$ cat src/design/dtks_pkg.sv
// ----------------------------------------------------------------------------
// dtks_pkg
// Shared types, codes and BCD helpers for the BCD date/time key setter.
// ----------------------------------------------------------------------------
`default_nettype none

package dtks_pkg;

  typedef enum logic [1:0] {
    MODE_LOAD = 2'd0,
    MODE_NEXT = 2'd1,
    MODE_INC  = 2'd2,
    MODE_DEC  = 2'd3
  } mode_t;

  localparam logic [2:0] FIELD_YEAR    = 3'd0;
  localparam logic [2:0] FIELD_MONTH   = 3'd1;
  localparam logic [2:0] FIELD_DAY     = 3'd2;
  localparam logic [2:0] FIELD_HOUR    = 3'd3;
  localparam logic [2:0] FIELD_MINUTE  = 3'd4;
  localparam logic [2:0] FIELD_SECOND  = 3'd5;
  localparam logic [2:0] FIELD_CONFIRM = 3'd6;

  typedef struct packed {
    logic [1:0] mode;
    logic [7:0] load_year;
    logic [4:0] load_month;
    logic [5:0] load_day;
    logic [5:0] load_hour;
    logic [6:0] load_minute;
    logic [6:0] load_second;
  } in_t;

  typedef struct packed {
    logic [2:0] selected_field;
    logic [7:0] year_out;
    logic [4:0] month_out;
    logic [5:0] day_out;
    logic [5:0] hour_out;
    logic [6:0] minute_out;
    logic [6:0] second_out;
    logic       apply_strobe;
  } out_t;

  localparam out_t RESET_STATE = '{
    selected_field: FIELD_YEAR,
    year_out:       8'h16,
    month_out:      5'h04,
    day_out:        6'h30,
    hour_out:       6'h00,
    minute_out:     7'h00,
    second_out:     7'h00,
    apply_strobe:   1'b0
  };

  localparam logic [4:0] MONTH_LEN [12] = '{
    5'd31, 5'd28, 5'd31, 5'd30, 5'd31, 5'd30,
    5'd31, 5'd31, 5'd30, 5'd31, 5'd30, 5'd31
  };

  // tens * 10 + units, nibbles at face value
  function automatic logic [7:0] bcd_val(input logic [7:0] v);
    logic [7:0] tens;
    logic [7:0] units;
    tens  = {4'd0, v[7:4]};
    units = {4'd0, v[3:0]};
    return (tens << 3) + (tens << 1) + units;
  endfunction

  // binary 0..99 to two bcd digits, divide by ten via reciprocal
  function automatic logic [7:0] bin_to_bcd(input logic [6:0] d);
    logic [14:0] prod;
    logic [3:0]  tens;
    logic [6:0]  tens_x10;
    logic [6:0]  units;
    prod     = {8'd0, d} * 15'd205;
    tens     = prod[14:11];
    tens_x10 = ({3'd0, tens} << 3) + ({3'd0, tens} << 1);
    units    = d - tens_x10;
    return {tens, units[3:0]};
  endfunction

  // days in month for year 2000 + yy, 31 for an out-of-range month
  function automatic logic [4:0] days_in(input logic [7:0] yy, input logic [7:0] mm);
    logic       leap;
    logic [3:0] idx;
    logic [4:0] len;
    leap = (yy[1:0] == 2'd0) && (yy != 8'd100);
    idx  = mm[3:0] - 4'd1;
    if (mm < 8'd1 || mm > 8'd12) begin
      len = 5'd31;
    end else if (mm == 8'd2 && leap) begin
      len = 5'd29;
    end else begin
      len = MONTH_LEN[idx];
    end
    return len;
  endfunction

endpackage

`default_nettype wire

$ cat src/design/bcd_date_time_key_setter_top.sv
// a request passes through the input register and then the result register
// throughput: one request per cycle while out_stall is low, the input and result registers stall together
// the result register holds the date/time state, so each result follows the one before
// reset (synchronous, active low) empties both registers, selects year and
// sets the time to 16-04-30 00:00:00 in bcd
// ----------------------------------------------------------------------------
// bcd_date_time_key_setter_top
// Key-driven setter for a bcd date and time with a load request.
// ----------------------------------------------------------------------------
`default_nettype none

module bcd_date_time_key_setter_top (
  input  wire logic           clk,
  input  wire logic           rst_n,
  input  wire logic           in_valid,
  output logic                in_stall,
  input  wire dtks_pkg::in_t  in_data,
  output logic                out_valid,
  input  wire logic           out_stall,
  output dtks_pkg::out_t      out_data
);

  logic           req_valid;
  logic           req_take;
  dtks_pkg::in_t  req_data;
  dtks_pkg::out_t state_nxt;

  dtks_in_stage u_in (
    .clk       (clk),
    .rst_n     (rst_n),
    .in_valid  (in_valid),
    .in_stall  (in_stall),
    .in_data   (in_data),
    .req_take  (req_take),
    .req_valid (req_valid),
    .req_data  (req_data)
  );

  dtks_update u_upd (
    .req (req_data),
    .cur (out_data),
    .nxt (state_nxt)
  );

  dtks_result_stage u_res (
    .clk       (clk),
    .rst_n     (rst_n),
    .req_valid (req_valid),
    .req_take  (req_take),
    .state_nxt (state_nxt),
    .out_valid (out_valid),
    .out_stall (out_stall),
    .out_data  (out_data)
  );

endmodule

`default_nettype wire

$ cat src/design/dtks_in_stage.sv
// ----------------------------------------------------------------------------
// dtks_in_stage
// Input register for key requests; holds a request until the result side moves.
// ----------------------------------------------------------------------------
`default_nettype none

module dtks_in_stage (
  input  wire logic          clk,
  input  wire logic          rst_n,
  input  wire logic          in_valid,
  output logic               in_stall,
  input  wire dtks_pkg::in_t in_data,
  input  wire logic          req_take,
  output logic               req_valid,
  output dtks_pkg::in_t      req_data
);

  logic          valid_r;
  logic          valid_nxt;
  dtks_pkg::in_t data_r;

  assign in_stall  = valid_r && !req_take;
  assign valid_nxt = in_stall ? valid_r : in_valid;

  always_ff @(posedge clk) begin
    if (!rst_n) begin
      valid_r <= 1'b0;
    end else begin
      valid_r <= valid_nxt;
    end
  end

  always_ff @(posedge clk) begin
    if (!in_stall && in_valid) begin
      data_r <= in_data;
    end
  end

  assign req_valid = valid_r;
  assign req_data  = data_r;

endmodule

`default_nettype wire

$ cat src/design/dtks_update.sv
// ----------------------------------------------------------------------------
// dtks_update
// Next-state logic: load, field select, per-field bcd adjust and the apply strobe on confirm.
// ----------------------------------------------------------------------------
`default_nettype none

module dtks_update (
  input  wire dtks_pkg::in_t  req,
  input  wire dtks_pkg::out_t cur,
  output dtks_pkg::out_t      nxt
);

  logic signed [9:0] delta_s;
  logic signed [9:0] year_v;
  logic signed [9:0] month_v;
  logic signed [9:0] day_v;
  logic signed [9:0] hour_v;
  logic signed [9:0] minute_v;
  logic signed [9:0] second_v;
  logic signed [9:0] maxd_s;
  logic [6:0]        year_c;
  logic [6:0]        month_c;
  logic [6:0]        day_c;
  logic [6:0]        hour_c;
  logic [6:0]        minute_c;
  logic [6:0]        second_c;
  logic [7:0]        year_b;
  logic [7:0]        month_b;
  logic [7:0]        day_b;
  logic [7:0]        hour_b;
  logic [7:0]        minute_b;
  logic [7:0]        second_b;

  assign delta_s = (req.mode == dtks_pkg::MODE_INC) ? 10'sd1 : -10'sd1;

  assign year_v   = $signed({2'b00, dtks_pkg::bcd_val(cur.year_out)}) + delta_s;
  assign month_v  = $signed({2'b00, dtks_pkg::bcd_val({3'd0, cur.month_out})}) + delta_s;
  assign day_v    = $signed({2'b00, dtks_pkg::bcd_val({2'd0, cur.day_out})}) + delta_s;
  assign hour_v   = $signed({2'b00, dtks_pkg::bcd_val({2'd0, cur.hour_out})}) + delta_s;
  assign minute_v = $signed({2'b00, dtks_pkg::bcd_val({1'd0, cur.minute_out})}) + delta_s;
  assign second_v = $signed({2'b00, dtks_pkg::bcd_val({1'd0, cur.second_out})}) + delta_s;

  assign maxd_s = $signed({5'd0, dtks_pkg::days_in(dtks_pkg::bcd_val(cur.year_out),
                                                   dtks_pkg::bcd_val({3'd0, cur.month_out}))});

  always_comb begin
    // year saturates 0..99
    if (year_v < 10'sd0) begin
      year_c = 7'd0;
    end else if (year_v > 10'sd99) begin
      year_c = 7'd99;
    end else begin
      year_c = year_v[6:0];
    end
    // month wraps 1..12
    if (month_v < 10'sd1) begin
      month_c = 7'd12;
    end else if (month_v > 10'sd12) begin
      month_c = 7'd1;
    end else begin
      month_c = month_v[6:0];
    end
    // day saturates 1..month length
    if (day_v < 10'sd1) begin
      day_c = 7'd1;
    end else if (day_v > maxd_s) begin
      day_c = maxd_s[6:0];
    end else begin
      day_c = day_v[6:0];
    end
    if (hour_v < 10'sd0) begin
      hour_c = 7'd23;
    end else if (hour_v > 10'sd23) begin
      hour_c = 7'd0;
    end else begin
      hour_c = hour_v[6:0];
    end
    if (minute_v < 10'sd0) begin
      minute_c = 7'd59;
    end else if (minute_v > 10'sd59) begin
      minute_c = 7'd0;
    end else begin
      minute_c = minute_v[6:0];
    end
    if (second_v < 10'sd0) begin
      second_c = 7'd59;
    end else if (second_v > 10'sd59) begin
      second_c = 7'd0;
    end else begin
      second_c = second_v[6:0];
    end
  end

  assign year_b   = dtks_pkg::bin_to_bcd(year_c);
  assign month_b  = dtks_pkg::bin_to_bcd(month_c);
  assign day_b    = dtks_pkg::bin_to_bcd(day_c);
  assign hour_b   = dtks_pkg::bin_to_bcd(hour_c);
  assign minute_b = dtks_pkg::bin_to_bcd(minute_c);
  assign second_b = dtks_pkg::bin_to_bcd(second_c);

  always_comb begin
    nxt              = cur;
    nxt.apply_strobe = 1'b0;
    unique case (req.mode)
      dtks_pkg::MODE_LOAD: begin
        nxt.year_out   = req.load_year;
        nxt.month_out  = req.load_month;
        nxt.day_out    = req.load_day;
        nxt.hour_out   = req.load_hour;
        nxt.minute_out = req.load_minute;
        nxt.second_out = req.load_second;
      end
      dtks_pkg::MODE_NEXT: begin
        nxt.selected_field = (cur.selected_field < dtks_pkg::FIELD_CONFIRM) ?
                             cur.selected_field + 3'd1 : dtks_pkg::FIELD_YEAR;
      end
      default: begin
        case (cur.selected_field)
          dtks_pkg::FIELD_YEAR:   nxt.year_out   = year_b;
          dtks_pkg::FIELD_MONTH:  nxt.month_out  = month_b[4:0];
          dtks_pkg::FIELD_DAY:    nxt.day_out    = day_b[5:0];
          dtks_pkg::FIELD_HOUR:   nxt.hour_out   = hour_b[5:0];
          dtks_pkg::FIELD_MINUTE: nxt.minute_out = minute_b[6:0];
          dtks_pkg::FIELD_SECOND: nxt.second_out = second_b[6:0];
          default:                nxt.apply_strobe = 1'b1;
        endcase
      end
    endcase
  end

endmodule

`default_nettype wire

$ cat src/design/dtks_result_stage.sv
// ----------------------------------------------------------------------------
// dtks_result_stage
// Result register; it also holds the selection and the six time values.
// ----------------------------------------------------------------------------
`default_nettype none

module dtks_result_stage (
  input  wire logic           clk,
  input  wire logic           rst_n,
  input  wire logic           req_valid,
  output logic                req_take,
  input  wire dtks_pkg::out_t state_nxt,
  output logic                out_valid,
  input  wire logic           out_stall,
  output dtks_pkg::out_t      out_data
);

  logic           valid_r;
  logic           valid_nxt;
  dtks_pkg::out_t state_r;

  assign req_take  = req_valid && !(valid_r && out_stall);
  assign valid_nxt = req_take ? 1'b1 : (valid_r && out_stall);

  always_ff @(posedge clk) begin
    if (!rst_n) begin
      valid_r <= 1'b0;
      state_r <= dtks_pkg::RESET_STATE;
    end else begin
      valid_r <= valid_nxt;
      if (req_take) begin
        state_r <= state_nxt;
      end
    end
  end

  assign out_valid = valid_r;
  assign out_data  = state_r;

endmodule

`default_nettype wire

$ cat config.mk
export PLATFORM = sky130hd
export DESIGN_NAME = bcd_date_time_key_setter_top
export DESIGN_NICKNAME = d
export VERILOG_FILES = /design/src/design/dtks_pkg.sv /design/src/design/bcd_date_time_key_setter_top.sv /design/src/design/dtks_in_stage.sv /design/src/design/dtks_update.sv /design/src/design/dtks_result_stage.sv
export SDC_FILE = /design/constraint.sdc
export NUM_CORES = 1
export LEC_CHECK = 0
export ABC_AREA = 1
export BUFFER_PORTS_ARGS = -buffer_cell sky130_fd_sc_hd__buf_2
export CORE_MARGIN = 5
export CORE_UTILIZATION = 31
export DETAILED_ROUTE_END_ITERATION = 6
export GPL_TIMING_DRIVEN = 0
export PLACE_DENSITY = 0.51
export SETUP_SLACK_MARGIN = 0.05
export SYNTH_ARGS = -nofsm -noshare
export SYNTH_HDL_FRONTEND = slang
export SYNTH_SLANG_ARGS = --single-unit
export TNS_END_PERCENT = 50
$ cat constraint.sdc
create_clock -name clk -period 15.7 [get_ports clk]
set_input_delay 2.355 -clock clk [delete_from_list [all_inputs] [get_ports clk]]
set_output_delay 2.355 -clock clk [all_outputs]
set_load 0.05 [all_outputs]
Word level (Yosys, flattened, before mapping)
Memory sizes are Yosys's and may differ from the RTL's.
Index checks and enable logic that the tools add are counted.
{"block": "totals", "ff_bits": 86, "latch_bits": 0, "mem_bits_rw": 0, "rom_bits": 80, "in_bits": 45, "wordCells": 139, "n_memories": 1}
{"block": "op_classes", "add_sub_neg": 32, "n_mul": 6, "n_div": 0, "n_lt_le_gt_ge": 16, "n_eq_ne": 9, "n_shift": 0, "n_mux": 28, "bitwise_logic": 2, "reduce_logical": 28}
{"memory": "(name not given)", "words": 16, "width": 5, "read_ports": 1, "rd_clocked_by_memory_dff": 0, "wr": 0, "line_no": "dtks_pkg.sv:95", "text": "len = MONTH_LEN[idx];"}
{"cell": "2-to-1 mux 7 bit", "count": 14}
{"cell": "case mux 39 bit (2 select lines)", "count": 1}
{"cell": "multiplier 7 x 8 -> 14 bit (second input constant)", "count": 5}
{"cell": "adder 9 x 10 -> 10 bit", "count": 6}
{"cell": "adder 8 x 4 -> 8 bit", "count": 6}
{"cell": "less-than comparator 10 x 1 -> 1 bit (second input constant)", "count": 4}
{"cell": "2-to-1 mux 5 bit", "count": 5}
{"cell": "adder 4 bit", "count": 6}
{"cell": "subtractor 4 bit", "count": 6}
{"cell": "> comparator 10 x 7 -> 1 bit (second input constant)", "count": 2}
{"cell": "less-than comparator 10 x 2 -> 1 bit (second input constant)", "count": 2}
{"cell": "AND reduction 3 bit", "count": 6}
{"cell": "multiplier 7 x 8 -> 15 bit (second input constant)", "count": 1}
{"cell": "adder 6 x 4 -> 7 bit", "count": 2}
{"cell": "adder 5 x 3 -> 6 bit", "count": 2}
{"cell": "2-to-1 mux 6 bit", "count": 2}
{"cell": "nonzero test 2 bit", "count": 6}
{"cell": "> comparator 10 x 5 -> 1 bit (second input constant)", "count": 1}
{"cell": "> comparator 10 x 6 -> 1 bit", "count": 1}
{"cell": "> comparator 10 x 6 -> 1 bit (second input constant)", "count": 1}
{"cell": "> comparator 10 x 8 -> 1 bit (second input constant)", "count": 1}
{"cell": "2-to-1 mux 10 bit", "count": 1}
{"cell": "adder 7 x 5 -> 8 bit", "count": 1}
{"cell": "equality test 8 x 2 -> 1 bit (second input constant)", "count": 1}
{"cell": "other kinds (26)", "count": 38}

Logic depth before layout (Yosys ltp)
{"block": "depth", "depth_word": 17, "depth_mapped": 49}

Modules after synthesis
A second synthesis with hierarchy kept.
{"block": "unflattened", "cells_unflattened": 1702, "area_unflattened_um2": 13168.9}
{"module": "dtks_update", "n_inst": 1, "cells_per_inst": 1379, "area_each_um2": 9889.5}
{"module": "dtks_result_stage", "n_inst": 1, "cells_per_inst": 274, "area_each_um2": 1998.2}
{"module": "dtks_in_stage", "n_inst": 1, "cells_per_inst": 49, "area_each_um2": 1281.2}

Worst setup path after synthesis
No wires, ideal clock.
{"block": "synth_timing", "path_kind": "register to register", "startpoint": "reg u_res.state_r, in the netlist u_res.out_data[35]", "endpoint": "reg u_res.state_r, in the netlist u_res.out_data[35]", "t_arrival_ps": 6852, "path_slack_ps": 8716, "stages_incl_launch_ff": 39, "n_path_buf": 0, "cell_sequence": "dfxtp_1 -> fa_1 -> inv_1 -> fa_1 -> o21ai_0 -> xor2_1 -> inv_1 -> ha_1 -> nand2_1 -> nor2_1 -> nand3_1 -> nand4_1 -> nor2_1 -> nor2_1 -> nand2_1 -> o21ai_0 -> inv_1 -> ha_1 -> [3 not listed] -> ha_1 -> inv_1 -> fa_1 -> inv_1 -> ha_1 -> inv_1 -> nor2_1 -> nand2_1 -> o31ai_1 -> xor2_1 -> ha_1 -> inv_1 -> nor3_2 -> inv_1 -> nand2_1 -> nand3_1 -> nand2_1 -> a21oi_1"}
{"block": "synth_via", "elab_chain_len": 10}
{"item": "start, declared", "line_no": "dtks_result_stage.sv:20", "text": "dtks_pkg::out_t state_r;"}
{"item": "start signal, assigned", "line_no": "dtks_result_stage.sv:28", "text": "state_r <= dtks_pkg::RESET_STATE;"}
{"item": "start signal, assigned", "line_no": "dtks_result_stage.sv:32", "text": "state_r <= state_nxt;"}
{"item": "adder 8 x 4 -> 8 bit (*)", "line_no": "dtks_pkg.sv:67", "text": "return (tens << 3) + (tens << 1) + units;"}
{"item": "adder 9 x 10 -> 10 bit (*)", "line_no": "dtks_update.sv:36", "text": "assign year_v = $signed({2'b00, dtks_pkg::bcd_val(cur.year_out)}) + delta_s;"}
{"item": "> comparator 10 x 8 -> 1 bit", "line_no": "dtks_update.sv:50", "text": "end else if (year_v > 10'sd99) begin"}
{"item": "2-to-1 mux 7 bit", "line_no": "dtks_update.sv:50"}
{"item": "2-to-1 mux 7 bit (*)", "line_no": "dtks_update.sv:48", "text": "if (year_v < 10'sd0) begin"}
{"item": "multiplier 7 x 8 -> 15 bit", "line_no": "dtks_pkg.sv:76", "text": "prod = {8'd0, d} * 15'd205;"}
{"item": "adder 4 bit", "line_no": "dtks_pkg.sv:78", "text": "tens_x10 = ({3'd0, tens} << 3) + ({3'd0, tens} << 1);"}
{"item": "subtractor 4 bit (*)", "line_no": "dtks_pkg.sv:79", "text": "units = d - tens_x10;"}
{"item": "2-to-1 mux 8 bit (*)", "line_no": "dtks_update.sv:118", "text": "case (cur.selected_field)"}
{"item": "case mux 39 bit (2 select lines) (*)", "line_no": "dtks_update.sv:104", "text": "unique case (req.mode)"}
Mark *: on every way between the ends. The rest lies on a longest branch, timed or not. The select of a mux whose other input is x is not followed.
A chain may end at the register's enable or synchronous reset.

Worst setup path after layout
{"block": "layout_timing", "startpoint": "reg u_in.data_r, in the netlist u_in.req_data[40]", "endpoint": "reg u_res.state_r, in the netlist u_res.out_data[18]"}
{"block": "layout_via", "elab_chain_len": 11}
{"item": "start, declared", "line_no": "dtks_in_stage.sv:20", "text": "dtks_pkg::in_t data_r;"}
{"item": "start signal, assigned", "line_no": "dtks_in_stage.sv:35", "text": "data_r <= in_data;"}
{"item": "equality test 2 bit", "line_no": "dtks_update.sv:34", "text": "assign delta_s = (req.mode == dtks_pkg::MODE_INC) ? 10'sd1 : -10'sd1;"}
{"item": "2-to-1 mux 10 bit", "line_no": "dtks_update.sv:34"}
{"item": "adder 9 x 10 -> 10 bit", "line_no": "dtks_update.sv:39", "text": "assign hour_v = $signed({2'b00, dtks_pkg::bcd_val({2'd0, cur.hour_out})}) + delta_s;"}
{"item": "> comparator 10 x 6 -> 1 bit", "line_no": "dtks_update.sv:73", "text": "end else if (hour_v > 10'sd23) begin"}
{"item": "2-to-1 mux 7 bit", "line_no": "dtks_update.sv:73"}
{"item": "2-to-1 mux 7 bit", "line_no": "dtks_update.sv:71", "text": "if (hour_v < 10'sd0) begin"}
{"item": "multiplier 7 x 8 -> 14 bit", "line_no": "dtks_pkg.sv:76"}
{"item": "adder 4 bit", "line_no": "dtks_pkg.sv:78"}
{"item": "subtractor 4 bit", "line_no": "dtks_pkg.sv:79"}
{"item": "2-to-1 mux 6 bit", "line_no": "dtks_update.sv:118"}
{"item": "case mux 39 bit (2 select lines)", "line_no": "dtks_update.sv:104"}
Parallel ways exist; a longest one is shown, timed or not. The select of a mux whose other input is x is not followed.

==> impl_metrics.py <==
metrics = {
    "die": {
        "initial_core_util_pct": 31.5,
        "die_h_um": 209,
        "io_pins": 90,
        "rows": 72,
        "die_x_um": 209,
        "core_mm2": 0.0389,
        "die_area_mm2": 0.0437,
    },
    "cts": {
        "cts.sinks": 86,
        "clockBufferDepth": 2,
        "cts_tree": "built",
        "post_cts_resized": 0,
        "cts.htree.levels": 3,
        "clk_latency_ps": 340,
        "clockRootBuffer": "clkbuf_16",
        "path_clk_slew_ps": 60,
        "cts_hold_buffers": 0,
        "cts_setup_buffers": 0,
        "cts_buffers": 9,
    },
    "logic_synthesis": {
        "synth_common_cells": "nand2_1 (303), ha_1 (275), inv_1 (265), nor2_1 (121), a21oi_1 (115)",
        "synth_top_area_share_pct": 28.0,
        "synthCells": 1598,
        "yosys.area.top_type": "ha_1",
        "synth_area_leaders": "ha_1 (28%), edfxtp_1 (10%), fa_1 (9.8%)",
        "synth_most_common_cell": "nand2_1",
        "syn-mean-instance-area_um2": 7.68,
        "synthArstFlopShare_pct": 0,
        "netlist_area_mm2": 0.0123,
        "yosys.cell_types.count": 49,
        "ys_warn_count": 0,
        "ys_ff_latch": 86,
        "synth_edf_count": 41,
        "synth_flop_cell": "dfxtp_1",
        "ys_seq_area_share_pct": 17.4,
    },
    "final_layout": {
        "diodes": 0,
        "drive_gt1_share_pct": 8.03,
        "syn_to_final_growth_pct": 12.7,
        "layout.nets": 2106,
    },
    "route": {
        "postRouteAntennaNets": 0,
        "drt_iter0_drc": 381,
        "via_per_inst": 4.66,
        "drc": 0,
        "vias": 10500,
        "wl_mm": 31.6,
        "wl_per_cell_um": 14.0,
        "first_pass_iters": 5,
    },
    "sta": {
        "fin_crit_ps": 8230,
        "setup_tns_ps": 0,
        "timing.final.crit_share_pct": 52.4,
        "maxSlewViolCount": 0,
        "max_freq_ghz": 0.122,
        "skew_ps": 6.39,
        "max_slew_margin_pct": 19.1,
        "worst_pin_slew_ps": 1210,
        "rsz0062_at_grt": "no",
        "hold_viol": 0,
        "setup_viol": 0,
    },
    "setup_path": {
        "cp-end-kind": "flip-flop",
        "start_kind": "flip-flop",
        "slowest_delay_ps": 860,
        "crit_fanout": 53,
        "critPathLaunch": "u_in.req_data[40]$_DFFE_PP_",
        "critPathSlowestCell": "inv_2",
        "crit_type": "reg2reg",
        "path_common_cell": "ha_1",
        "r2r-start": "u_in.req_data[40]$_DFFE_PP_",
        "cp_data_required_time_ps": 15900,
        "reg2reg_slack_ps": 7470,
        "arrival_ps": 8430,
    },
    "placed_design": {
        "placement.io_buffers": 89,
        "globalplace.congestion": 0.818,
        "dp_hpwl_mm": 26.9,
    },
    "grt": {
        "grt_use_met1_pct": 19.6,
        "antenna_found_initial": 1,
        "grt_pass1_wl_mm": 52.3,
        "grt_start_max_net_pins": 54,
        "grt_use_met3_pct": 1.72,
        "met2_usage_pct": 25.9,
        "grt-ovfl-total": 0,
        "grt_busiest_layer": "met2",
        "grt_util_all_layers_pct": 14.6,
        "grt_pass1_vias": 10500,
    },
    "worst_hold_path": {
        "min_from": "u_in.req_valid$_SDFFE_PN0N_",
        "hold_class": "reg2reg",
    },
    "status": {
        "outcome": "complete, no violations",
    },
    "run": {
        "drv_cap": 0,
    },
}
==> path summary, 6_finish.rpt <==
kind | to | depth (start not counted)
setup reg to reg | u_res.out_data[18]$_SDFFE_PN0P_ | 36
setup / recovery | u_res.out_data[18]$_SDFFE_PN0P_ | 36
hold reg to reg | u_res.out_valid$_SDFF_PN0_ | 2
hold / removal | u_res.out_valid$_SDFF_PN0_ | 2
==> layout by cell type, fill, tap and decap left out, drive strengths merged, types with 45 or more instances in the layout <==
cell,n
dfxtp,45
fa,60
nand3,101
inv,272
a21oi,116
buf,95
nand2,309
nor2,123
ha,275
o21ai,68
==> per-stage QoR <==
stage          setup WS [ps]  std cells  utilization (%)  hold slack, ps  area [µm²]
2_1_floorplan           8720       1625                -             451       12400
3_3_place_gp            7460       2232             34.6             468       13500
5_1_grt                 6570       2249             35.5             512       13800
6_report                7470       2249             35.5             483       13800
4_1_cts                 7310       2249             35.5             483       13800
3_5_place_dp            7330       2233             34.7             468       13500
==> state kept, by name (all words and copies together) (netlist names) <==
name	count
u_res.out_valid	1
u_in.req_data	41
u_res.out_data	43
u_in.req_valid	1
==> metal layers <==
metal / part of all wire (%) / wire length (µm)
met1: 48 / 15200
met2: 48 / 15000
met3: 3.4 / 1080
met4: 0.74 / 234
met5: 0.063 / 20
==> critical path: cells and delay by family (launching register included) <==
kind / cells / cell delay (ps)
AOI/OAI and AO/OA: 9 / 1960
xor gates and xnor gates: 5 / 1070
DFF: 1 / 450
and+or+nand+nor: 10 / 840
buffers and inverters: 5 / 1180
adders and majority gates: 7 / 2560
==> layout make-up <==
class | instances | area, µm²
plain buffers | 16 | 71.3
inverters | 272 | 1020
well taps | 518 | 648
clock inverters | 5 | 106
multi-input cells | 1251 | 9150
clock buffers | 11 | 233
fillers | 4195 | 25100
flip-flops and latches | 86 | 2130
repair buffers | 90 | 465
==> cell families after synthesis <==
kind of cell,count (synthesis),synth area share [%]
flip-flops,86,17.4
buffers and inverters,288,8.90
XOR/XNOR,70,5.06
other,2,0.0612
adder cells (fa/ha/maj),335,37.8
AND/OR/NAND/NOR,588,20.3
AO/OA/AOI/OAI,229,10.5
Power is left out: the tool's default activity adds up to more than one toggle a clock period on the data nets, which glitch-free logic cannot reach.
